[config.mk]
export PLATFORM = sky130hd
export DESIGN_NAME = spt_store
export DESIGN_NICKNAME = d
export VERILOG_FILES = /design/src/rtl/core/spt_pkg.sv /design/src/rtl/core/spt_store.sv
export SDC_FILE = /design/constraint.sdc
export NUM_CORES = 2
export LEC_CHECK = 0
export BUFFER_PORTS_ARGS = -buffer_cell sky130_fd_sc_hd__buf_2
export CORE_MARGIN = 2
export CORE_UTILIZATION = 50
export DETAILED_ROUTE_END_ITERATION = 10
export PLACE_DENSITY = 0.66
export SLEW_MARGIN = 15
export SYNTH_ARGS = -nofsm -noshare
export SYNTH_HDL_FRONTEND = slang
export SYNTH_SLANG_ARGS = --single-unit
[constraint.sdc]
create_clock -name clock -period 3.4 [get_ports clock]
set_input_delay 0.85 -clock clock [delete_from_list [all_inputs] [get_ports clock]]
set_output_delay 0.85 -clock clock [all_outputs]
set_load 0.05 [all_outputs]
[src/rtl/core/spt_pkg.sv]
`timescale 1ns / 1ps
`default_nettype none

package spt_pkg;

   localparam int STATIONS  = 16;
   localparam int ST_IDX_W  = (STATIONS > 1) ? $clog2(STATIONS) : 1;
   localparam int POLY_W    = 5;
   localparam int TS_W      = 24;
   localparam int ANG_W     = 20;
   localparam int NUM_ANG   = 4;
   localparam int WIN_W     = 12;
   localparam int LIM_W     = 19;
   localparam int CSR_IDX_W = 2;
   localparam int CSR_DAT_W = 19;

   localparam logic [CSR_IDX_W-1:0] CSR_SYNC_WINDOW     = 2'd0;
   localparam logic [CSR_IDX_W-1:0] CSR_ANGLE_TOLERANCE = 2'd1;
   localparam logic [CSR_IDX_W-1:0] CSR_FOV_LIMIT       = 2'd2;

   localparam logic [WIN_W-1:0] SYNC_WINDOW_RESET     = 12'd100;
   localparam logic [LIM_W-1:0] ANGLE_TOLERANCE_RESET = 19'd6554;
   localparam logic [LIM_W-1:0] FOV_LIMIT_RESET       = 19'd98304;

   // Offsets of -2pi/3 and -4pi/3 in Q4.16, rounded to nearest.
   localparam logic signed [ANG_W:0] OFS_FIRST  = -21'sd137258;
   localparam logic signed [ANG_W:0] OFS_SECOND = -21'sd274517;

   typedef struct packed {
      logic [POLY_W-1:0]             poly;
      logic [TS_W-1:0]               sync;
      logic [TS_W-1:0]               first;
      logic [NUM_ANG-1:0][ANG_W-1:0] angle;
   } sweep_type;

   typedef struct packed {
      sweep_type sweep;
      logic      published;
   } entry_type;

   typedef struct packed {
      sweep_type sweep;
      logic      is_first;
      logic      last;
   } rsp_type;

   typedef struct packed {
      logic    v0;
      logic    v1;
      rsp_type r0;
      rsp_type r1;
   } res_pair_type;

   typedef struct packed {
      logic we;
      logic store_sweep;
      logic published;
   } store_upd_type;

   typedef struct packed {
      logic [WIN_W-1:0] sync_window;
      logic [LIM_W-1:0] angle_tolerance;
      logic [LIM_W-1:0] fov_limit;
   } cfg_type;

   function automatic logic signed [ANG_W:0] sext_ang(input logic [ANG_W-1:0] a);
      return $signed({a[ANG_W-1], a});
   endfunction

   function automatic logic [ANG_W-1:0] sat_ang(input logic signed [ANG_W:0] v);
      logic [ANG_W-1:0] r;
      if (v[ANG_W] != v[ANG_W-1]) begin
         r = v[ANG_W] ? {1'b1, {(ANG_W-1){1'b0}}} : {1'b0, {(ANG_W-1){1'b1}}};
      end else begin
         r = v[ANG_W-1:0];
      end
      return r;
   endfunction

   function automatic rsp_type make_rsp(input sweep_type s, input logic first);
      rsp_type              r;
      logic signed [ANG_W:0] ofs;
      ofs        = first ? OFS_FIRST : OFS_SECOND;
      r          = '0;
      r.sweep    = s;
      r.is_first = first;
      for (int i = 0; i < NUM_ANG; i++) begin
         r.sweep.angle[i] = sat_ang(sext_ang(s.angle[i]) + ofs);
      end
      return r;
   endfunction

   function automatic logic in_fov(input sweep_type s, input logic first,
                                   input logic [LIM_W-1:0] lim);
      logic signed [ANG_W:0] ofs;
      logic signed [ANG_W:0] a0;
      logic signed [ANG_W:0] lim_s;
      ofs   = first ? OFS_FIRST : OFS_SECOND;
      a0    = sext_ang(s.angle[0]) + ofs;
      lim_s = $signed({2'b00, lim});
      return !((a0 < -lim_s) || (a0 > lim_s));
   endfunction

endpackage

`default_nettype wire

[src/rtl/core/spt_store.sv]
`timescale 1ns / 1ps
`default_nettype none

module spt_store (
   input  wire logic                         clock,
   input  wire logic                         reset,
   input  wire logic [spt_pkg::ST_IDX_W-1:0] idx,
   input  wire spt_pkg::store_upd_type       upd,
   input  wire spt_pkg::sweep_type           wr_sweep,
   output spt_pkg::entry_type                rd_entry
);

   spt_pkg::entry_type entry_ff [spt_pkg::STATIONS];
   spt_pkg::entry_type entry_in [spt_pkg::STATIONS];

   assign rd_entry = entry_ff[idx];

   always_comb begin
      for (int s = 0; s < spt_pkg::STATIONS; s++) begin
         entry_in[s] = entry_ff[s];
      end
      if (upd.we) begin
         if (upd.store_sweep) begin
            entry_in[idx].sweep = wr_sweep;
         end
         entry_in[idx].published = upd.published;
      end
   end

   always_ff @(posedge clock) begin
      for (int s = 0; s < spt_pkg::STATIONS; s++) begin
         if (reset) begin
            entry_ff[s].sweep     <= '0;
            entry_ff[s].published <= 1'b1;
         end else begin
            entry_ff[s] <= entry_in[s];
         end
      end
   end

   // An unpublished sweep is only ever left behind by storing a new one.
   a_unpub_stores: assert property (@(posedge clock) disable iff (reset)
      upd.we && !upd.published |-> upd.store_sweep)
      else $error("station marked unpublished without storing a sweep");

endmodule

`default_nettype wire

# Word-level counts from Yosys, hierarchy flattened
# Memory sizes are Yosys's and may differ from the RTL's.
# Cells that the tools add are included.
# word_totals
regBits	0
ram_bits	2144
inputBits	142
output_inout_bits	134
word_cells	49
mem_count	1
# classes
order_cmp	2
muxes	28
bitwise_logic	17
reduce_logical	1
# mem_list
memory	words	width	rd	rd_ports_with_merged_regs	write_ports	line	rtl
entry_ff	16	134	17	0	16	spt_store.sv:13	spt_pkg::entry_type entry_ff [spt_pkg::STATIONS];
# op_table
op	n
two-way mux 2144 bit	3
bitwise mux 2144 bit	2
two-way mux 134 bit	17
demux 134 bit (select 4 bit)	2
OR 1 bit	16
>= comparator 5 bit (second input constant)	1
< comparator 5 x 1 -> 1 bit (second input constant)	1
inverter 4 -> 5 bit	1
two-way mux 1 bit	4
logical AND 1 bit	1

# Longest topological paths before layout
# logic_depth
depth_word	11
ltp_mapped	8
mapped_depth_nobuf	3

# Least setup slack after synthesis
# Ideal clock, no wire load.
# synth_path
path_kind	input -> output
start	input port idx[1] (netlist bit)
end	output port rd_entry[117] (netlist bit)
arrival_time_ns	2.459
t_required_ns	2.550
path_slack_ns	0.091
stages	6
path_buffers	3
path_cell_list	buf_2 > buf_2 > buf_2 > mux4_2 > a22oi_1 > nand2_1
# synth_rtl
item	line	rtl
start: declaration	spt_store.sv:7	input wire logic [spt_pkg::ST_IDX_W-1:0] idx,
end: declaration	spt_store.sv:10	output spt_pkg::entry_type rd_entry

==> flow_metrics.py <==
metrics = {
    "clock_tree": {
        "htreeDepth": 4,
        "cts_sinks": 2144,
        "cts_tree": "yes",
        "hold_buffers": 0,
        "clk-insertion-delay-late_ps": 880,
        "root_buffer": "clkbuf_16",
        "cts.reportedPaths.clkPinSlew_ps": 60,
        "cts_buffers": 224,
        "cts.path.max_buffers": 3,
    },
    "yosys": {
        "yosys.area.top_type": "dfxtp_1",
        "syn_inst": 11200,
        "yosysWarningCount": 0,
        "yosysSeqAreaShare": 0.443,
        "synth_area_leaders": "dfxtp_1 44%, mux4_2 12%, a21oi_1 11%",
        "yosysUniqueCellTypes": 30,
        "yosys_most_used_dff": "dfxtp_1",
        "syn_area_um2": 96800,
        "synth_edf_count": 0,
        "async_reset_ff_frac": 0,
        "synth_top_area_share": 0.443,
        "synth_fp_nets": 11300,
        "ys_seq_elements": 2144,
        "avgSynthCellArea_um2": 8.68,
    },
    "critical_path": {
        "setup.worst_path.start_class": "input pin",
        "worstPathRequired_ps": 2550,
        "r2r-start": "entry_ff[8][0]$_DFF_P_",
        "cpPeakStageDelay_ps": 500,
        "path_common_cell": "clkbuf_16",
        "worstPathArrival_ps": 2570,
        "endpoint_kind": "output port",
        "crit_slowest_cell": "mux4_2",
        "reg2reg_to": "entry_ff[8][0]$_DFF_P_",
        "crit_fanout": 7,
        "crit_type": "in -> out",
        "r2r_cells": 2,
        "reg2reg_slack_ps": 2520,
        "path_cells": "clkbuf_16 -> buf_6 -> clkbuf_16 -> mux4_2 -> a22oi_1 -> nand2_1 -> buf_2",
    },
    "place": {
        "dp_cells": 12800,
        "hpwl_mm": 173,
        "portBuffers": 275,
        "place_congestion": 0.808,
    },
    "timing": {
        "slew_headroom": 0.311,
        "hold_viol": 0,
        "fin_ws_ps": -24.1,
        "fin_crit_ps": 3420,
        "rsz0062_at_grt": "yes",
        "setup_viol": 4,
        "fin_skew_ps": 0,
        "worst_slew_pin_slew_ps": 1030,
        "slew_viol_final": 0,
        "max_freq_mhz": 292,
        "finalCritPeriodShare": 1.01,
    },
    "hold_path": {
        "hp-class": "in -> reg",
        "min-delay-start": "wr_sweep[16]",
        "hold_depth": 3,
    },
    "global_route": {
        "grt_pass1_vias": 87200,
        "grt_max_degree": 173,
        "grt_overflow": 0,
        "grtUsageTotal": 0.313,
        "grt_pass1_wl_mm": 503,
        "antenna_found_initial": 60,
    },
    "final_layout": {
        "drive_above_1_share": 0.167,
        "multi_input_area_um2": 47500,
        "final_cells": 13300,
        "fillers": 16200,
        "num-nets-final": 10600,
        "area.growth.synth_to_final_pct": 14.3,
        "final_util": 0.575,
        "regArea_um2": 42900,
    },
    "floorplan": {
        "core.rowCount": 161,
        "die_h_um": 444,
        "die_area_um2": 197000,
        "ioPinCount": 276,
        "coreArea_um2": 192000,
        "start_util": 0.503,
        "die_x_um": 444,
    },
    "power": {
        "clockPowerShare": 0.462,
        "p_int_mw": 41.6,
        "p_switching_mw": 14.4,
        "pwr-share-seq": 0.454,
        "ir_drop_v": 0.000514,
        "p_per_area_nw_per_um2": 506,
        "combPwrFrac": 0.084,
        "p_leak_nw": 35.1,
        "p_sw_frac": 0.257,
    },
    "detailed_routing": {
        "routed_via_density": 6.75,
        "drt-initial-drc-count": 11400,
        "routed_wl_mm": 324,
        "routedWlPerCell_um": 24.5,
        "drc": 0,
        "vias": 89500,
        "dr.pass1.iters": 7,
        "postRouteAntennaNets": 0,
    },
    "status": {
        "violations": "negative setup slack",
        "status": "finished with violations",
    },
    "flow_run": {
        "maxCapViolCount": 0,
    },
}
==> power by group through the flow <==
stage	clock network, mW	logic, mW	registers [mW]
detailed placement	0	4.37	25.9
finish	25.9	4.71	25.4
global placement	0	4.32	25.9
global route	27.1	4.90	25.4
floorplan	0	2.67	25.9
CTS	26.0	4.45	25.4
==> cells by family after synthesis <==
group	Yosys count	share of synthesized area
compound gates	4556	0.244
simple gates	2286	0.117
flops	2144	0.443
buf+inv	1636	0.0708
mux	536	0.125
==> metrics by stage <==
step                TNS (ps)  area [um^2]  hold WS (ps)  total power [mW]  worst slack [ps]
floorplan                  0        96800           451              28.6              90.8
global route            -272       111000           328              57.3             -47.2
CTS                     -529       109000           287              55.9             -49.8
global placement      -20690       101000           456              30.3              -304
detailed placement    -21840       101000           463              30.3              -312
finish                 -46.8       111000           341              56.0             -24.1
==> cell usage in the layout, fill, tap and decap left out, types with 39 or more instances in the layout <==
cell type	n
diode_2	39
buf_2	190
clkinv_2	44
a22oi_1	203
buf_6	51
clkbuf_16	243
a22oi_2	65
dfxtp_1	2144
buf_4	233
nand3_1	2128
o21ai_0	2128
buf_12	219
clkbuf_8	59
mux4_2	536
a21oi_1	2128
nand2_1	99
==> critical path: cells and delay by family <==
kind	cells	cell delay, ps
buf+inv	4	740
compound gates	1	270
mux	1	500
simple gates	1	200
==> final cells by class <==
class                           instances  area share
Multi-Input combinational cell       7378       0.430
Timing Repair Buffer                  755      0.0826
Tap cell                             2526      0.0286
Sequential cell                      2144       0.388
Clock inverter                         98      0.0116
Antenna cell                           39    0.000882
Clock buffer                          315      0.0591
==> metal layers <==
layer	global-route usage	up-vias	wire [um]	part of all wire
met2	0.504	4849	152000	0.47
li1	-	39700	-	-
met1	0.413	44300	130000	0.40
met3	0.0524	692	29900	0.092
met4	0.141	32	12200	0.038
met5	0	-	208	0.00064
==> worst max-delay path by stage <==
| stage | from | endpoint | slack (ps) |
|---|---|---|---|
| global route | idx[0] | rd_entry[11] | -50 |
| CTS | idx[0] | rd_entry[75] | -50 |
| detailed placement | idx[0] | rd_entry[6] | -310 |
| floorplan | idx[1] | rd_entry[117] | 90 |
| global placement | idx[0] | rd_entry[6] | -300 |
| finish | idx[0] | rd_entry[18] | -20 |
==> cell usage after synthesis, types with 2 or more instances <==
library cell,number
a21boi_0,15
and4b_1,2
buf_1,45
buf_6,21
a22oi_1,268
nand2b_1,2
a21oi_1,2128
and3b_1,2
clkbuf_1,1141
nand4b_1,2
a311o_1,16
mux4_2,536
and2_1,2
buf_4,9
buf_2,420
nor2b_1,4
nand2_1,135
o21ai_0,2128
dfxtp_1,2144
nand3_1,2128
==> timing repair <==
action,CTS,global route
gates cloned,8,20
gates resized for setup,108,207
setup endpoints to repair,132,109
setup buffers,5,21
pin swaps,9,30
(Power assumes the default switching activity.)
