## config.mk

```make
export PLATFORM = sky130hd
export DESIGN_NAME = spt_rsp_buf
export DESIGN_NICKNAME = d
export VERILOG_FILES = /design/src/rtl/core/spt_pkg.sv /design/src/rtl/core/spt_rsp_buf.sv
export SDC_FILE = /design/constraint.sdc
export NUM_CORES = 1
export LEC_CHECK = 0
export BUFFER_PORTS_ARGS = -buffer_cell sky130_fd_sc_hd__buf_2
export CORE_MARGIN = 5
export CORE_UTILIZATION = 25
export DETAILED_ROUTE_END_ITERATION = 16
export GPL_ROUTABILITY_DRIVEN = 0
export SLEW_MARGIN = 20
export SYNTH_ARGS = -nofsm -noshare
export SYNTH_HDL_FRONTEND = slang
export SYNTH_SLANG_ARGS = --single-unit
export TNS_END_PERCENT = 20
```

## constraint.sdc

```tcl
create_clock -name clock -period 4.95 [get_ports clock]
set_input_delay 0.495 -clock clock [delete_from_list [all_inputs] [get_ports clock]]
set_output_delay 0.495 -clock clock [all_outputs]
set_load 0.02 [all_outputs]
```

## src/rtl/core/spt_pkg.sv

```systemverilog
`timescale 1ns / 1ps
`default_nettype none

package spt_pkg;

   localparam int STATIONS  = 16;
   localparam int ST_IDX_W  = (STATIONS > 1) ? $clog2(STATIONS) : 1;
   localparam int POLY_W    = 5;
   localparam int TS_W      = 24;
   localparam int ANG_W     = 20;
   localparam int NUM_ANG   = 4;
   localparam int WIN_W     = 12;
   localparam int LIM_W     = 19;
   localparam int CSR_IDX_W = 2;
   localparam int CSR_DAT_W = 19;

   localparam logic [CSR_IDX_W-1:0] CSR_SYNC_WINDOW     = 2'd0;
   localparam logic [CSR_IDX_W-1:0] CSR_ANGLE_TOLERANCE = 2'd1;
   localparam logic [CSR_IDX_W-1:0] CSR_FOV_LIMIT       = 2'd2;

   localparam logic [WIN_W-1:0] SYNC_WINDOW_RESET     = 12'd100;
   localparam logic [LIM_W-1:0] ANGLE_TOLERANCE_RESET = 19'd6554;
   localparam logic [LIM_W-1:0] FOV_LIMIT_RESET       = 19'd98304;

   // Offsets of -2pi/3 and -4pi/3 in Q4.16, rounded to nearest.
   localparam logic signed [ANG_W:0] OFS_FIRST  = -21'sd137258;
   localparam logic signed [ANG_W:0] OFS_SECOND = -21'sd274517;

   typedef struct packed {
      logic [POLY_W-1:0]             poly;
      logic [TS_W-1:0]               sync;
      logic [TS_W-1:0]               first;
      logic [NUM_ANG-1:0][ANG_W-1:0] angle;
   } sweep_type;

   typedef struct packed {
      sweep_type sweep;
      logic      published;
   } entry_type;

   typedef struct packed {
      sweep_type sweep;
      logic      is_first;
      logic      last;
   } rsp_type;

   typedef struct packed {
      logic    v0;
      logic    v1;
      rsp_type r0;
      rsp_type r1;
   } res_pair_type;

   typedef struct packed {
      logic we;
      logic store_sweep;
      logic published;
   } store_upd_type;

   typedef struct packed {
      logic [WIN_W-1:0] sync_window;
      logic [LIM_W-1:0] angle_tolerance;
      logic [LIM_W-1:0] fov_limit;
   } cfg_type;

   function automatic logic signed [ANG_W:0] sext_ang(input logic [ANG_W-1:0] a);
      return $signed({a[ANG_W-1], a});
   endfunction

   function automatic logic [ANG_W-1:0] sat_ang(input logic signed [ANG_W:0] v);
      logic [ANG_W-1:0] r;
      if (v[ANG_W] != v[ANG_W-1]) begin
         r = v[ANG_W] ? {1'b1, {(ANG_W-1){1'b0}}} : {1'b0, {(ANG_W-1){1'b1}}};
      end else begin
         r = v[ANG_W-1:0];
      end
      return r;
   endfunction

   function automatic rsp_type make_rsp(input sweep_type s, input logic first);
      rsp_type              r;
      logic signed [ANG_W:0] ofs;
      ofs        = first ? OFS_FIRST : OFS_SECOND;
      r          = '0;
      r.sweep    = s;
      r.is_first = first;
      for (int i = 0; i < NUM_ANG; i++) begin
         r.sweep.angle[i] = sat_ang(sext_ang(s.angle[i]) + ofs);
      end
      return r;
   endfunction

   function automatic logic in_fov(input sweep_type s, input logic first,
                                   input logic [LIM_W-1:0] lim);
      logic signed [ANG_W:0] ofs;
      logic signed [ANG_W:0] a0;
      logic signed [ANG_W:0] lim_s;
      ofs   = first ? OFS_FIRST : OFS_SECOND;
      a0    = sext_ang(s.angle[0]) + ofs;
      lim_s = $signed({2'b00, lim});
      return !((a0 < -lim_s) || (a0 > lim_s));
   endfunction

endpackage

`default_nettype wire

```

## src/rtl/core/spt_rsp_buf.sv

```systemverilog
`timescale 1ns / 1ps
`default_nettype none

module spt_rsp_buf (
   input  wire logic                 clock,
   input  wire logic                 reset,
   input  wire logic                 load,
   input  wire spt_pkg::res_pair_type pair,
   input  wire logic                 rsp_ready,
   output logic                      rsp_valid,
   output spt_pkg::rsp_type          rsp,
   output logic                      can_load
);

   logic             s0_v_ff;
   logic             s0_v_in;
   logic             s1_v_ff;
   logic             s1_v_in;
   spt_pkg::rsp_type s0_ff;
   spt_pkg::rsp_type s0_in;
   spt_pkg::rsp_type s1_ff;
   spt_pkg::rsp_type s1_in;
   logic             pop;

   assign pop       = s0_v_ff && rsp_ready;
   assign can_load  = !s0_v_ff || (pop && !s1_v_ff);
   assign rsp_valid = s0_v_ff;
   assign rsp       = s0_ff;

   always_comb begin
      s0_v_in = s0_v_ff;
      s1_v_in = s1_v_ff;
      s0_in   = s0_ff;
      s1_in   = s1_ff;
      if (pop) begin
         s0_v_in = s1_v_ff;
         s0_in   = s1_ff;
         s1_v_in = 1'b0;
      end
      if (load) begin
         s0_v_in = pair.v0;
         s0_in   = pair.r0;
         s1_v_in = pair.v1;
         s1_in   = pair.r1;
      end
   end

   always_ff @(posedge clock) begin
      if (reset) begin
         s0_v_ff <= 1'b0;
         s1_v_ff <= 1'b0;
      end else begin
         s0_v_ff <= s0_v_in;
         s1_v_ff <= s1_v_in;
      end
      s0_ff <= s0_in;
      s1_ff <= s1_in;
   end

   // A waiting second result moves to the head once the first is taken.
   a_second_moves_up: assert property (@(posedge clock) disable iff (reset)
      s1_v_ff && rsp_ready |=> s0_v_ff && !s1_v_ff)
      else $error("second result not promoted after the first was taken");

endmodule

`default_nettype wire

```

==> Word-level counts from Yosys, hierarchy flattened <==
Index checks and enable logic that the tools add are counted.
W data, S select, Z words.
{ "word_totals": {"in_bits": 276, "latchBits": 0, "word_cells": 32, "ramBits": 0, "n_memories": 0, "output_inout_bits": 137, "romBits": 0, "reg_bits": 272} }
{ "classes": {"n_div": 0, "mux": 6, "n_shift": 0, "order_cmp": 0, "n_bitwise": 0, "multipliers": 0, "n_eq_ne": 0, "n_reduce_logical": 6, "n_addsub": 0} }
{ "ops": {"columns": ["operator", "count"], "rows": [
  ["$mux W135", 2],
  ["$mux W1", 4],
  ["$logic_and A1 B1 Y1", 2],
  ["$logic_not A1 Y1", 2],
  ["$reduce_bool A2 Y1", 1],
  ["$logic_or A1 B1 Y1", 1]
]} }

==> Depth between registers and ports, before layout <==
Gate-level depths: netlist (run 1).
{ "logic_depth": {"ltp_word": 3, "ltp_mapped": 5, "mapped_depth_nobuf": 3} }

==> Worst setup path before layout (run 1) <==
Ideal clock, no wire load.
{ "synth_timing": {"path_type": "input to register", "from": "input load", "to": "register s0_ff, in the netlist rsp[0], enable pin", "path_slack_ns": 0.229, "cell_stages": 4, "t_required_ns": 4.432, "t_arrival_ns": 4.203, "cell_sequence": "buf_2 > buf_6 > buf_6 > nand2b_1"} }
{ "synth_between": {"elab_chain_len": 1} }
{ "synth_rtl": {"columns": ["item", "line_no", "rtl"], "rows": [
  ["start, declared", "spt_rsp_buf.sv:7", "input wire logic load,"],
  ["$reduce_bool A2 Y1 (no source line)", null, null],
  ["end signal, assigned", "spt_rsp_buf.sv:56", "s0_ff <= s0_in;"],
  ["end, declared", "spt_rsp_buf.sv:19", "spt_pkg::rsp_type s0_ff;"]
]} }
No other way between the ends.
A chain may end at the register's enable or synchronous reset.

==> Final worst setup path (run 1) <==
{ "layout_timing": {"from": "input load", "to": "register s0_ff, in the netlist rsp[75], enable pin"} }
The elaborated chain is that of the path after synthesis.

==> results of run 1 <==
==> kinds of logic (layout without fill, tap and decap cells) <==
kind of cell / after synthesis / count (layout) / share of synthesized area [%]
AO/OA/AOI/OAI: 3 / 3 / 0.171
buffers and inverters: 17 / 470 / 1.49
flip-flops: 272 / 272 / 79.7
multiplexers: 135 / 135 / 18.4
other: 0 / 1 / 0
AND/OR/NAND/NOR: 5 / 5 / 0.282
==> layout make-up <==
class	instances	share of cell area, %
diodes	1	0.0181
clock buffers	45	6.28
clock inverters	8	0.633
inverters	1	0.0271
multi-input cells	143	14.0
flip-flops and latches	272	58.9
well taps	532	4.81
repair buffers	416	15.4
==> flip-flops by register name (all words and copies together), names as in the netlist <==
register / flops
s1_v_ff: 1
rsp: 135
rsp_valid: 1
s1_ff: 135
==> metrics by stage <==
step,std cells,power (mW)
finish,1418,5.53
floorplan,432,3.17
CTS,1417,5.63
detailed placement,1364,3.44
global route,1418,5.77
global placement,1364,3.42
==> worst register-to-register path, delay by kind of cell, from the launching register on <==
kind / cells / cell delay, ns
buffers and inverters: 1 / 0.51
AND/OR/NAND/NOR: 2 / 0.57
flip-flops: 1 / 0.35
==> metal layers <==
layer	vias up	routed length [µm]
met5	-	53
met4	8	650
met3	46	3160
met2	282	11700
met1	2607	9440
li1	2587	-
==> worst paths after layout <==
kind	slack (ns)	from	endpoint	depth (start not counted)
max	2.90	load	rsp[75]	3
min	0.12	pair[30]	s1_ff[30]	1
max reg2reg	3.14	rsp_valid	rsp[75]	3
min reg2reg	0.49	s1_v_ff	s1_v_ff	2
==> Yosys cell counts <==
master,count
edfxtp_1,270
mux2_4,95
mux2_2,40
buf_6,11
buf_2,5
dfxtp_1,2
nand2_1,2
nand3b_1,2
a21oi_1,1
inv_1,1
nand2b_1,1
o21ai_0,1
o31ai_1,1
==> power groups by stage <==
stage                     clock (mW)  combinational [mW]  sequential, mW
final                           2.15               0.573            2.80
after global placement             0               0.573            2.85
after global routing            2.33               0.615            2.82
after floorplan                    0               0.197            2.98
after CTS                       2.23               0.586            2.81
after detailed placement           0               0.584            2.86
==> results.py, run 1 <==
metrics = {
    "finish": {
        "finalNetCount": 1140,
        "design_area_mm2": 0.0138,
        "multi_input_area_mm2": 0.00193,
        "fin_util_pct": 34.0,
        "final_common_cell": "buf_2",
        "fill_cells": 3901,
        "area_growth_syn_to_layout_pct": 35.3,
        "drive_gt1_share_pct": 67.0,
        "final_cell_mix": "buf_2 (411), edfxtp_1 (270), mux2_4 (95)",
        "regArea_mm2": 0.00815,
    },
    "cts": {
        "clk_latency_ns": 0.55,
        "cts_hold_buf": 0,
        "clock_sinks": 272,
        "tritoncts": "yes",
        "post_cts_buffers": 0,
        "ctsResizeCount": 0,
        "clk_path_buf_depth": 3,
        "cts_buffers": 30,
        "htree_levels": 1,
        "cts_root_buf": "clkbuf_16",
        "path_clk_slew_ns": 0.06,
    },
    "yosys": {
        "yosys-top-cells-area": "edfxtp_1 (79%), mux2_4 (14%), mux2_2 (4.4%), buf_6 (1.2%), dfxtp_1 (0.39%)",
        "syn_inst": 432,
        "yosysTopAreaCell": "edfxtp_1",
        "yosysSeqAreaShare_pct": 79.7,
        "syn_area_mm2": 0.0102,
        "netlist.area_leader.share_pct": 79.3,
        "synth.avg_cell_area_um2": 23.7,
        "ys_types": 13,
        "ys_ff_latch": 272,
        "synth_nets": 708,
        "ys_warn_count": 0,
    },
    "timing": {
        "finalClockSkew_ns": 0.0138,
        "worst_slack_ns": 2.90,
        "tightest_slew_ns": 0.941,
        "timing.hold.ws_ns": 0.117,
        "fmax_mhz": 487,
        "period_needed_ns": 2.05,
        "fin_tns_setup_ns": 0,
        "setup_viol": 0,
        "hold_viol": 0,
        "rsz0062_at_grt": "no",
        "timing.slew.headroom_pct": 37.3,
        "maxSlewViolCount": 0,
        "timing.final.crit_share_pct": 41.5,
    },
    "placement": {
        "dp_hpwl_mm": 18.2,
        "io_buffers": 412,
        "place_area_mm2": 0.0129,
        "dp_slack_ns": 2.19,
    },
    "die": {
        "num_rows": 74,
        "top_level_ports": 413,
        "start_util_pct": 25.2,
        "die-area_mm2": 0.0450,
        "die_h_um": 212,
        "die_x_um": 212,
        "core_area_mm2": 0.0406,
    },
    "power": {
        "ir_drop_mv": 0.247,
        "p_clk_share_pct": 38.9,
        "switching_share_pct": 21.7,
        "p_int_mw": 4.33,
        "p_leak_nw": 5.75,
        "power.density_mw_per_mm2": 400,
        "p_sw_mw": 1.20,
        "pwr-share-comb_pct": 10.4,
        "power_frac_seq_pct": 50.7,
    },
    "detailed_routing": {
        "viasPerCell": 3.90,
        "ant_nets": 0,
        "drt-total-wl_mm": 25.0,
        "routed-via-count": 5530,
        "avgRoutedWirePerCell_um": 17.6,
        "drt_iter0_markers": 268,
        "drcViolationCount": 0,
        "drt_first_pass_iters": 5,
    },
    "job": {
        "maxCapViolations": 0,
    },
    "global_route": {
        "antenna_found_initial": 6,
        "busiest_layer": "met2",
        "overflow": 0,
        "grtUsageMet3_pct": 4.54,
        "first_global_vias": 6091,
        "grt_pass1_wl_mm": 35.4,
        "grt_usage_pct": 10.2,
        "grt_max_degree": 135,
        "grt_util_met1_pct": 12.0,
        "gr-usage-met2_pct": 16.8,
    },
    "critical_path": {
        "startpoint_type": "input pin",
        "crit_buf_inv": 2,
        "critPathRequiredTime_ns": 5.14,
        "crit_path_cell_trace": "buf_8 -> nand2b_4 -> buf_4",
        "crit_type": "input pin to flop",
        "cp_slowest_stage_delay_ns": 0.66,
        "end_kind": "flop",
        "worstPathArrival_ns": 2.24,
        "critPathSlowestCell": "nand2b_4",
        "cp_top_family": "buffers and inverters",
        "crit_fanout": 96,
    },
    "min_path": {
        "hp-class": "input pin to flop",
    },
    "outcome": {
        "status": "finished clean",
    },
}
Note: power is estimated with default switching activity, not from simulation.
==> inputs of run 2 (changes only) <==
clock period = 1.77 ns   (was 4.95 ns; I/O delays follow)
==> run 2 against run 1 <==
- global-route usage up 2.0 points
- combinational power grew to 3.8 times the previous value
- critical endpoint is now s1_v_ff
- sequential power increased to 2.8 times the previous value
- cell area rose by 21%
- final cell count grew 21%
==> results.py, run 2 (synthesis results as in run 1) <==
metrics = {
    "outcome": {
        "status": "finished clean",
    },
    "finish": {
        "final_cell_mix": "buf_2 (411), dlygate4sd3_1 (274), edfxtp_1 (270)",
        "finalNetCount": 1427,
        "design_area_mm2": 0.0168,
        "finalNonFillerCells": 1709,
        "area_growth_syn_to_layout_pct": 64.0,
        "final_common_cell": "buf_2",
        "fin_util_pct": 41.2,
        "drive_gt1_share_pct": 51.6,
    },
    "timing": {
        "timing.hold.ws_ns": 0.169,
        "hold_viol": 0,
        "timing.final.crit_share_pct": 97.2,
        "maxSlewViolCount": 0,
        "rsz0062_at_grt": "no",
        "fmax_mhz": 581,
        "tightest_slew_ns": 0.408,
        "fin_tns_setup_ns": 0,
        "setup_viol": 0,
        "period_needed_ns": 1.72,
        "finalClockSkew_ns": 0.0156,
        "worst_slack_ns": 0.0502,
        "timing.slew.headroom_pct": 72.5,
    },
    "cts": {
        "post_cts_buffers": 0,
        "htree_levels": 1,
        "clock_sinks": 272,
        "cts_hold_buf": 274,
        "cts_root_buf": "clkbuf_16",
        "tritoncts": "yes",
        "clk_path_buf_depth": 3,
        "path_clk_slew_ns": 0.06,
        "ctsResizeCount": 0,
        "clk_latency_ns": 0.55,
        "cts_buffers": 30,
    },
    "critical_path": {
        "worstPathArrival_ns": 2.16,
        "startpoint_type": "input pin",
        "critPathRequiredTime_ns": 2.21,
        "worstReg2RegEnd": "s1_v_ff",
        "crit_fanout": 61,
        "end_kind": "flop",
        "r2r_start": "rsp_valid",
        "reg2reg_depth": 4,
        "r2r_slack_ns": 0.44,
        "crit_type": "input pin to flop",
    },
    "global_route": {
        "grt_max_degree": 62,
        "overflow": 0,
        "grt_usage_pct": 12.3,
        "grt_pass1_wl_mm": 42.9,
        "first_global_vias": 7625,
        "antenna_found_initial": 2,
    },
    "min_path": {
        "holdPathEnd": "rsp_valid",
        "hp-start": "rsp_ready",
        "hp-class": "input pin to flop",
        "min_path_cells": 4,
    },
    "detailed_routing": {
        "drt-total-wl_mm": 29.3,
        "avgRoutedWirePerCell_um": 17.2,
        "ant_nets": 0,
        "routed-via-count": 6735,
        "drt_iter0_markers": 295,
        "drt_first_pass_iters": 4,
        "drcViolationCount": 0,
        "viasPerCell": 3.94,
    },
    "placement": {
        "io_buffers": 412,
        "place_area_mm2": 0.0131,
        "dp_slack_ns": 0.348,
        "dp_hpwl_mm": 19.4,
        "dp_cells": 1377,
    },
    "power": {
        "power.density_mw_per_mm2": 955,
        "p_leak_nw": 6.98,
        "ir_drop_mv": 0.632,
        "power.total_mw": 16.0,
    },
    "die": {
        "start_util_pct": 25.2,
        "die-area_mm2": 0.0450,
        "core_area_mm2": 0.0406,
        "die_x_um": 212,
        "die_h_um": 212,
        "num_rows": 74,
        "top_level_ports": 413,
    },
    "job": {
        "maxCapViolations": 0,
    },
}
## run 2: cell type report
class,count,area [µm²]
Clock inverter,19,145
Antenna cell,3,7.51
Clock buffer,36,795
Inverter,1,3.75
Sequential cell,272,8150
Fill cell,3627,23900
Timing Repair Buffer,703,5070
Multi-Input combinational cell,143,1930
Tap cell,532,666
## run 2: where the power goes
group	switching (mW)	leakage, nW	internal, mW
Combinational	0.992	3.86	1.20
Clock	2.50	0.453	3.47
Sequential	0.143	2.67	7.71
Total	3.63	6.98	12.4
## run 2: how the worst max path moves through the flow
stage / depth (start not counted) / slack, ns / endpoint / start
after floorplan: 4 / -0.17 / rsp[0] / load
after global placement: 3 / 0.36 / rsp[12] / load
after detailed placement: 3 / 0.35 / rsp[12] / load
after CTS: 2 / 0.05 / can_load / s1_v_ff
after global routing: 6 / 0.01 / s1_v_ff / load
final: 6 / 0.05 / s1_v_ff / load
## run 2: per-layer routing
| layer | GRT usage (%) | vias to the layer above | wire (µm) |
|---|---|---|---|
| met5 | 0 | - | 0 |
| met4 | 4.57 | 0 | 884 |
| met3 | 3.22 | 52 | 2320 |
| met2 | 22.3 | 259 | 15100 |
| met1 | 13.8 | 3255 | 11000 |
| li1 | - | 3169 | - |
## run 2: worst max-delay path: stages
cell	delay [ns]
dlygate4sd3_1	0.59
buf_8	0.22
buf_12	0.36
nand3b_1	0.16
a21oi_1	0.06
dlygate4sd3_1	0.55
