**config.mk**
```make
export PLATFORM = sky130hd
export DESIGN_NAME = spt_decide
export DESIGN_NICKNAME = d
export VERILOG_FILES = /design/src/rtl/core/spt_pkg.sv /design/src/rtl/core/spt_decide.sv
export SDC_FILE = /design/constraint.sdc
export NUM_CORES = 1
export LEC_CHECK = 0
export ABC_AREA = 0
export BUFFER_PORTS_ARGS = -buffer_cell sky130_fd_sc_hd__buf_2
export CAP_MARGIN = 40
export CORE_AREA = 2 2 231 233
export DETAILED_ROUTE_END_ITERATION = 8
export DIE_AREA = 0 0 233 235
export PLACE_DENSITY_LB_ADDON = 0.25
export SETUP_SLACK_MARGIN = 0.4
export SLEW_MARGIN = 0
export SYNTH_ARGS = -nofsm -noshare
export SYNTH_HDL_FRONTEND = slang
export SYNTH_SLANG_ARGS = --single-unit
```
**constraint.sdc**
```tcl
create_clock -name vclk -period 4.3
set_input_delay 0.215 -clock vclk [all_inputs]
set_output_delay 0.215 -clock vclk [all_outputs]
set_load 0.05 [all_outputs]
```
**src/rtl/core/spt_pkg.sv**
```systemverilog
`timescale 1ns / 1ps
`default_nettype none

package spt_pkg;

   localparam int STATIONS  = 16;
   localparam int ST_IDX_W  = (STATIONS > 1) ? $clog2(STATIONS) : 1;
   localparam int POLY_W    = 5;
   localparam int TS_W      = 24;
   localparam int ANG_W     = 20;
   localparam int NUM_ANG   = 4;
   localparam int WIN_W     = 12;
   localparam int LIM_W     = 19;
   localparam int CSR_IDX_W = 2;
   localparam int CSR_DAT_W = 19;

   localparam logic [CSR_IDX_W-1:0] CSR_SYNC_WINDOW     = 2'd0;
   localparam logic [CSR_IDX_W-1:0] CSR_ANGLE_TOLERANCE = 2'd1;
   localparam logic [CSR_IDX_W-1:0] CSR_FOV_LIMIT       = 2'd2;

   localparam logic [WIN_W-1:0] SYNC_WINDOW_RESET     = 12'd100;
   localparam logic [LIM_W-1:0] ANGLE_TOLERANCE_RESET = 19'd6554;
   localparam logic [LIM_W-1:0] FOV_LIMIT_RESET       = 19'd98304;

   // Offsets of -2pi/3 and -4pi/3 in Q4.16, rounded to nearest.
   localparam logic signed [ANG_W:0] OFS_FIRST  = -21'sd137258;
   localparam logic signed [ANG_W:0] OFS_SECOND = -21'sd274517;

   typedef struct packed {
      logic [POLY_W-1:0]             poly;
      logic [TS_W-1:0]               sync;
      logic [TS_W-1:0]               first;
      logic [NUM_ANG-1:0][ANG_W-1:0] angle;
   } sweep_type;

   typedef struct packed {
      sweep_type sweep;
      logic      published;
   } entry_type;

   typedef struct packed {
      sweep_type sweep;
      logic      is_first;
      logic      last;
   } rsp_type;

   typedef struct packed {
      logic    v0;
      logic    v1;
      rsp_type r0;
      rsp_type r1;
   } res_pair_type;

   typedef struct packed {
      logic we;
      logic store_sweep;
      logic published;
   } store_upd_type;

   typedef struct packed {
      logic [WIN_W-1:0] sync_window;
      logic [LIM_W-1:0] angle_tolerance;
      logic [LIM_W-1:0] fov_limit;
   } cfg_type;

   function automatic logic signed [ANG_W:0] sext_ang(input logic [ANG_W-1:0] a);
      return $signed({a[ANG_W-1], a});
   endfunction

   function automatic logic [ANG_W-1:0] sat_ang(input logic signed [ANG_W:0] v);
      logic [ANG_W-1:0] r;
      if (v[ANG_W] != v[ANG_W-1]) begin
         r = v[ANG_W] ? {1'b1, {(ANG_W-1){1'b0}}} : {1'b0, {(ANG_W-1){1'b1}}};
      end else begin
         r = v[ANG_W-1:0];
      end
      return r;
   endfunction

   function automatic rsp_type make_rsp(input sweep_type s, input logic first);
      rsp_type              r;
      logic signed [ANG_W:0] ofs;
      ofs        = first ? OFS_FIRST : OFS_SECOND;
      r          = '0;
      r.sweep    = s;
      r.is_first = first;
      for (int i = 0; i < NUM_ANG; i++) begin
         r.sweep.angle[i] = sat_ang(sext_ang(s.angle[i]) + ofs);
      end
      return r;
   endfunction

   function automatic logic in_fov(input sweep_type s, input logic first,
                                   input logic [LIM_W-1:0] lim);
      logic signed [ANG_W:0] ofs;
      logic signed [ANG_W:0] a0;
      logic signed [ANG_W:0] lim_s;
      ofs   = first ? OFS_FIRST : OFS_SECOND;
      a0    = sext_ang(s.angle[0]) + ofs;
      lim_s = $signed({2'b00, lim});
      return !((a0 < -lim_s) || (a0 > lim_s));
   endfunction

endpackage

`default_nettype wire

```
**src/rtl/core/spt_decide.sv**
```systemverilog
`timescale 1ns / 1ps
`default_nettype none

module spt_decide (
   input  wire logic                  active,
   input  wire spt_pkg::cfg_type      cfg,
   input  wire spt_pkg::sweep_type    cur,
   input  wire spt_pkg::entry_type    stored,
   output spt_pkg::res_pair_type      pair,
   output spt_pkg::store_upd_type     upd
);

   logic [spt_pkg::TS_W-1:0]      d;
   logic [spt_pkg::TS_W-1:0]      e;
   logic [spt_pkg::WIN_W:0]       two_w;
   logic                          sync_match;
   logic signed [spt_pkg::ANG_W:0] diff;
   logic [spt_pkg::ANG_W:0]       adiff;
   logic                          ang_match;
   logic                          emit_stored;
   logic                          vis_cur_first;
   logic                          vis_cur_second;
   spt_pkg::rsp_type              rsp_stored;
   spt_pkg::rsp_type              rsp_cur_first;
   spt_pkg::rsp_type              rsp_cur_second;

   always_comb begin
      d          = cur.sync - stored.sweep.sync;
      e          = d + spt_pkg::TS_W'(cfg.sync_window);
      two_w      = {cfg.sync_window, 1'b0};
      sync_match = e < spt_pkg::TS_W'(two_w);

      diff      = spt_pkg::sext_ang(stored.sweep.angle[0]) - spt_pkg::sext_ang(cur.angle[0]);
      adiff     = diff[spt_pkg::ANG_W] ? $unsigned(-diff) : $unsigned(diff);
      ang_match = adiff < {2'b00, cfg.angle_tolerance};

      rsp_stored     = spt_pkg::make_rsp(stored.sweep, 1'b1);
      rsp_cur_first  = spt_pkg::make_rsp(cur, 1'b1);
      rsp_cur_second = spt_pkg::make_rsp(cur, 1'b0);

      emit_stored    = !stored.published
                       && spt_pkg::in_fov(stored.sweep, 1'b1, cfg.fov_limit);
      vis_cur_first  = spt_pkg::in_fov(cur, 1'b1, cfg.fov_limit);
      vis_cur_second = spt_pkg::in_fov(cur, 1'b0, cfg.fov_limit);
   end

   always_comb begin
      pair            = '0;
      upd             = '0;
      upd.we          = active;
      if (sync_match) begin
         upd.store_sweep = 1'b0;
         upd.published   = 1'b1;
         if (emit_stored) begin
            pair.v0 = 1'b1;
            pair.r0 = rsp_stored;
            pair.v1 = vis_cur_second;
            pair.r1 = rsp_cur_second;
         end else begin
            pair.v0 = vis_cur_second;
            pair.r0 = rsp_cur_second;
         end
      end else begin
         upd.store_sweep = 1'b1;
         upd.published   = ang_match;
         pair.v0         = ang_match && vis_cur_first;
         pair.r0         = rsp_cur_first;
      end
      pair.r0.last = !pair.v1;
      pair.r1.last = 1'b1;
      if (!active) begin
         pair.v0 = 1'b0;
         pair.v1 = 1'b0;
      end
   end

endmodule

`default_nettype wire

```
# == Word level (Yosys, flattened, before mapping) ==
# Index checks and enable logic that the tools add are counted.
# word_totals
in_bits,318
regBits,0
romBits,0
memories,0
ramBits,0
latchBits,0
# classes
n_mux,35
eq_ne,12
magnitude_cmp,8
addsub,17
bitwise_logic,0
div,0
shifts,0
n_reduce_logical,10
mul,0
# op_table
op,n
2-to-1 mux 135 bit,4
2-to-1 mux 20 bit,24
adder 20 x 19 -> 21 bit (second input constant),8
adder 20 x 20 -> 21 bit (second input constant),4
> comparator 21 x 20 -> 1 bit,3
less-than comparator 21 bit,3
adder 24 x 12 -> 24 bit,1
less-than comparator 24 x 13 -> 1 bit,1
subtractor 24 bit,1
less-than comparator 21 x 19 -> 1 bit,1
2-to-1 mux 21 bit,1
negation 19 -> 21 bit,1
negation 21 bit,1
subtractor 20 x 20 -> 21 bit,1
!= test 1 bit,12
logical NOT 1 bit,5
2-to-1 mux 1 bit,4
2-to-1 mux 2 bit,2
logical OR 1 bit,3
logical AND 1 bit,2

# == Logic depth before layout (Yosys ltp) ==
# Gate-level depths: netlist of the first run.
# depth
depth_word,8
depth_mapped,25
ltp_nobuf,23

# == Least setup slack after synthesis of the first run ==
# OpenSTA, ideal clock, no wires.
# synth_path
path_type,input to output
startpoint,in cfg[43] (netlist bit)
endpoint,out pair[255] (netlist bit)
slack_ns,-1.149
required_ns,4.085
arrival_time_ns,5.234
n_path_buf,2
path_stages,23
cell_sequence,inv_1 -> fa_1 -> inv_1 -> ha_1 -> and2_4 -> a221oi_2 -> a21oi_1 -> o21a_1 -> o21ai_0 -> nand2b_1 -> xor2_1 -> ha_1 -> and3_1 -> and3_1 -> a31oi_1 -> and3_1 -> o2111ai_1 -> nor4_1 -> and2_1 -> buf_4 -> nand2_2 -> clkbuf_1 -> o21ai_0
# synth_lines
element,line_no,source
start: declaration,spt_decide.sv:6,"input wire spt_pkg::cfg_type cfg,"
end: declaration,spt_decide.sv:9,"output spt_pkg::res_pair_type pair,"

==> impl_metrics.json, run 1 <==
{
  "crit_slowest_cell": "buf_6",
  "finalWirelength_microns": 94300,
  "ant_nets": 0,
  "netlist_area_sq_um": 16400,
  "cp-start-kind": "input pin",
  "grt_overflow": 0,
  "worstHoldStart": "stored[104]",
  "antenna_found_initial": 30,
  "grt_max_degree": 26,
  "drive_gt1_frac": 0.474,
  "status": "finished with violations",
  "groute.usage.overall": 0.324,
  "cpPeakStageDelay_ns": 0.18,
  "sw_frac_of_total": 0.564,
  "internal_power_mw": 2.47,
  "viasPerCell": 5.33,
  "rsz0062_at_grt": "true",
  "worstSetupPathType": "in2out",
  "crit_required_ns": 4.09,
  "max_freq_ghz": 0.196,
  "synthCells": 2408,
  "io_pins": 593,
  "rows": 84,
  "crit_fanout": 2,
  "crit_path_end_kind": "primary output",
  "drv_slew": 0,
  "setup_slack_ns": -0.795,
  "total_leakage_power_nw": 14.5,
  "vias": 22700,
  "drc": 0,
  "grt_pass1_vias": 22800,
  "start_util": 0.313,
  "cp.arrival_ns": 4.88,
  "clkPwrFrac": 0,
  "p_total_mw": 5.67,
  "die_x_microns": 233,
  "setup_viol_count_final": 272,
  "cap_violations": 0,
  "grt_pass1_wl_microns": 138000,
  "yosys_warnings": 0,
  "mappedNetlistNets": 2986,
  "port_buffers": 591,
  "hold-path-cell-count": 3,
  "syn2layout_area_growth_pct": 87.7,
  "cpMostUsedCell": "buf_4",
  "dp_hpwl_microns": 79200,
  "p_sw_mw": 3.20,
  "first_iter_violations": 1086,
  "ys_seq_area_frac": 0,
  "clockBufferCount": 0,
  "vdd_drop_max_v": 0.000114,
  "hold_viol_final": 0,
  "min_path_type": "in2out",
  "nets": 4132,
  "worstMarginPinSlew_ns": 0.824,
  "place_worst_setup_slack_ns": -0.917,
  "comb_power_share": 1.000,
  "period_share": 1.18,
  "syn_area_per_cell_sq_um": 6.79,
  "hold_end": "pair[240]",
  "min_period_ns": 5.09,
  "design.seq.count": 0,
  "coreArea_sq_um": 52200,
  "die_area_sq_um": 54800,
  "violations": "negative setup slack",
  "cts_hold_buf": 0,
  "dr.pass1.iters": 5,
  "p_per_area_nw_per_um2": 185,
  "seq_power_share": 0,
  "die_h_microns": 235,
  "wire_per_inst_microns": 22.1,
  "register_area_sq_um": 0,
  "gp_congestion": 1.05,
  "ys_types": 92,
  "slew_headroom": 0.446
}
per-layer routing:
metal,share of wire,wire (microns),GRT usage
met5,0.0014,134,0
met4,0.043,4030,0.119
met3,0.050,4740,0.0380
met2,0.50,47100,0.589
met1,0.41,38300,0.387
cell usage in the layout (no fill, tap or decap), types with 59 or more instances in the layout:
| cell type | instances |
|---|---|
| buf_4 | 555 |
| o21ai_0 | 208 |
| buf_12 | 82 |
| ha_1 | 242 |
| a21oi_1 | 106 |
| xor2_1 | 72 |
| nand2_1 | 152 |
| buf_6 | 172 |
| buf_2 | 313 |
| nor2_1 | 135 |
| and2_4 | 85 |
| inv_1 | 187 |
| buf_8 | 111 |
| nor2_4 | 59 |
| xnor2_1 | 160 |
cells by family (layout without fill, tap and decap cells):
kind of cell | count (synthesis) | after routing | synth area share
muxes | 115 | 115 | 0.0778
and+or+nand+nor | 783 | 785 | 0.242
adders and majority gates | 260 | 260 | 0.205
buffers and inverters | 307 | 1449 | 0.0812
other | 2 | 21 | 0.000459
xor gates and xnor gates | 233 | 233 | 0.125
AOI/OAI and AO/OA | 708 | 708 | 0.269
stage by stage:
| step | TNS [ns] | area [sq um] | hold WS, ns | instances | util |
|---|---|---|---|---|---|
| after floorplan | -41.84 | 18900 | 0.585 | 2408 | - |
| after global placement | -204.57 | 26900 | 0.817 | 4145 | 0.516 |
| after detailed placement | -214.61 | 26900 | 0.819 | 4145 | 0.516 |
| after CTS | -157.26 | 30000 | 0.783 | 4219 | 0.574 |
| after global routing | -230.09 | 30700 | 0.798 | 4258 | 0.588 |
| final | -161.37 | 30700 | 0.787 | 4259 | 0.588 |
final cells by class:
type	instances	area [sq um]
Multi-Input combinational cell	2103	17600
Fill cell	4671	21500
Antenna cell	19	47.5
Tap cell	688	861
Timing Repair Buffer	1251	11500
Inverter	198	767
worst max-delay path by stage:
stage	slack, ns	endpoint	from
after floorplan	-0.26	pair[145]	cur[108]
after global placement	-0.87	pair[233]	stored[3]
after detailed placement	-0.92	pair[233]	cur[105]
after CTS	-0.70	pair[239]	cur[108]
after global routing	-0.97	pair[229]	cur[105]
final	-0.79	pair[246]	cur[109]
cells in the mapped netlist, types with 13 or more instances:
cell,count,area share
o21ai_0,266,0.081
ha_1,247,0.19
nor2_1,200,0.046
inv_1,196,0.045
nand2_1,166,0.038
xnor2_1,160,0.086
a21oi_1,152,0.046
and2_1,91,0.035
xor2_1,73,0.039
clkbuf_1,64,0.015
nor3_1,64,0.020
mux2i_1,57,0.035
o21a_1,55,0.025
a21o_1,53,0.024
mux2_2,47,0.032
nand2b_1,46,0.018
nor2b_1,39,0.015
nand3_1,31,0.0095
nand4_1,28,0.011
or3_1,25,0.0096
nor4_1,24,0.0092
o211ai_1,19,0.0087
a211oi_1,17,0.0078
and3_1,16,0.0061
o31ai_1,15,0.0069
a31oi_1,13,0.0050
buf_4,13,0.0060
fa_1,13,0.016
o21bai_1,13,0.0060
power by group through the flow:
stage	Sequential, mW	Combinational (mW)	Clock [mW]
finish	0	5.67	0.000000595
CTS	0	5.52	0
global placement	0	5.16	0
detailed placement	0	5.21	0
floorplan	0	3.16	0
global route	0	6.05	0.000000562
critical path, delay by kind of cell:
kind,cells,cell delay (ns)
buffers and inverters,37,4.49
AO/OA/AOI/OAI,1,0.14
what timing repair did:
action	4_1_cts	5_1_grt
endpoints found under the hold margin	0	0
cloned	14	3
resized for setup	652	97
setup endpoints to repair	272	272
setup buffers	60	18
pin swaps	49	28
Note: power is estimated with default switching activity, not from simulation.
==> inputs of run 2 (changes only) <==
--- a/config.mk
+++ b/config.mk
@@ -12,7 +12,6 @@
 export DETAILED_ROUTE_END_ITERATION = 8
 export DIE_AREA = 0 0 233 235
 export PLACE_DENSITY_LB_ADDON = 0.25
-export SETUP_SLACK_MARGIN = 0.4
 export SLEW_MARGIN = 0
 export SYNTH_ARGS = -nofsm -noshare
 export SYNTH_HDL_FRONTEND = slang
==> impl_metrics.json, run 2 (synthesis results as in run 1) <==
{
  "status": "finished with violations",
  "coreArea_sq_um": 52200,
  "min_path_type": "in2out",
  "cap_violations": 0,
  "die_h_microns": 235,
  "clockBufferCount": 0,
  "dp_hpwl_microns": 75100,
  "p_total_mw": 5.67,
  "port_buffers": 591,
  "grt_overflow": 0,
  "grt_pass1_wl_microns": 136000,
  "grt_pass1_vias": 23100,
  "cp.arrival_ns": 4.94,
  "groute.usage.overall": 0.317,
  "design.seq.count": 0,
  "wire_per_inst_microns": 21.6,
  "rows": 84,
  "cts_hold_buf": 0,
  "gp_congestion": 1.01,
  "total_leakage_power_nw": 14.5,
  "worstMarginPinSlew_ns": 0.780,
  "crit_fanout": 6,
  "grt_max_degree": 30,
  "fin_setup_tns_ns": -187.10,
  "drv_slew": 0,
  "slew_headroom": 0.473,
  "setup_slack_ns": -0.856,
  "place_worst_setup_slack_ns": -0.951,
  "ant_nets": 0,
  "min_period_ns": 5.16,
  "first_iter_violations": 1568,
  "startpoint": "stored[107]",
  "crit_path_end": "pair[150]",
  "setup_viol_count_final": 272,
  "antenna_found_initial": 38,
  "whs_ns": 0.783,
  "rsz0062_at_grt": "true",
  "hold_viol_final": 0,
  "crit_required_ns": 4.09,
  "die_area_sq_um": 54800,
  "finalWirelength_microns": 92100,
  "worstSetupPathType": "in2out",
  "hold-path-cell-count": 3,
  "die_x_microns": 233,
  "final_cell_mix": "525 x buf_4, 313 x buf_2, 243 x ha_1",
  "io_pins": 593,
  "post-route-util": 0.589,
  "drc": 0,
  "nets": 4115,
  "crit_path_end_kind": "primary output",
  "cp-start-kind": "input pin",
  "drive_gt1_frac": 0.477,
  "vias": 23100,
  "max_freq_ghz": 0.194,
  "syn2layout_area_growth_pct": 88.1,
  "p_per_area_nw_per_um2": 184,
  "period_share": 1.20,
  "n_fill_cell": 4616,
  "dr.pass1.iters": 5,
  "viasPerCell": 5.43,
  "violations": "negative setup slack",
  "register_area_sq_um": 0,
  "start_util": 0.313,
  "final_common_cell": "buf_4",
  "vdd_drop_max_v": 0.000119
}
[run 2: changes by cell type in the layout (fill, tap and decap cells not counted), moves of 5 or more]
cell and delta:
o21ai_2 +5, buf_8 +17, diode_2 +15, buf_4 -30
mux2_2 -5, nor2_1 -6, o21ai_4 -7, nor2_4 +11
nor2_2 -5, mux2_4 +5, buf_12 -7
[run 2: worst max-delay path, cell delays in order]
cell and delay (ns):
buf_6 0.11, fa_1 0.54, inv_2 0.05, ha_4 0.24, buf_4 0.13, a21oi_2 0.17, a21boi_2 0.12, buf_4 0.14
buf_4 0.12, buf_4 0.13, buf_4 0.12, buf_4 0.12, buf_4 0.12, buf_4 0.12, buf_4 0.12, a311oi_1 0.27
buf_4 0.18, nor3_1 0.07, o22ai_1 0.23, xnor2_1 0.11, nor4_1 0.35, and2_4 0.31, buf_12 0.14, buf_12 0.12
a21oi_2 0.03, or3b_4 0.41, buf_8 0.16
[run 2: worst min path at each step]
stage                 from         to  slack (ns)
6_report       stored[131]  pair[267]        0.78
4_1_cts        stored[130]  pair[266]        0.78
2_1_floorplan  stored[113]  pair[249]        0.58
3_3_place_gp       cur[82]   pair[84]        0.80
5_1_grt        stored[130]  pair[266]        0.79
3_5_place_dp       cur[82]   pair[84]        0.80
[run 2: repair_timing]
action                                 CTS  global route
endpoints found under the hold margin    0             0
gates cloned                            20             4
setup endpoints to repair              272           272
buffers inserted                        65            34
pin swaps                               51            31
gates resized for setup                640           247
[run 2: per-stage QoR]
| stage | cells | instance area (sq um) |
|---|---|---|
| floorplan | 2408 | 18700 |
| global placement | 4117 | 26600 |
| detailed placement | 4117 | 26600 |
| CTS | 4200 | 29800 |
| global route | 4252 | 30800 |
| finish | 4257 | 30800 |
[run 2: where the power goes]
part	leakage, nW	internal (mW)	switching, mW
combinational	14.5	2.50	3.17
clock	0.000216	0.00000106	0
sequential	0	0	0
total	14.5	2.50	3.17
[run 2: per-layer routing]
metal | vias up | part of all wire | GRT usage
met3 | 266 | 0.064 | 0.0496
met2 | 972 | 0.48 | 0.552
met1 | 11000 | 0.39 | 0.371
met4 | 6 | 0.065 | 0.168
li1 | 10900 | - | -
met5 | - | 0.00042 | 0
[run 2: area by class of cell]
class / instances / area [sq um] / area share
inverter: 198 / 759 / 0.0247
multi-input combinational: 2102 / 17600 / 0.572
tap: 688 / 861 / 0.0280
timing repair buffer: 1235 / 11500 / 0.373
antenna: 34 / 85.1 / 0.00276
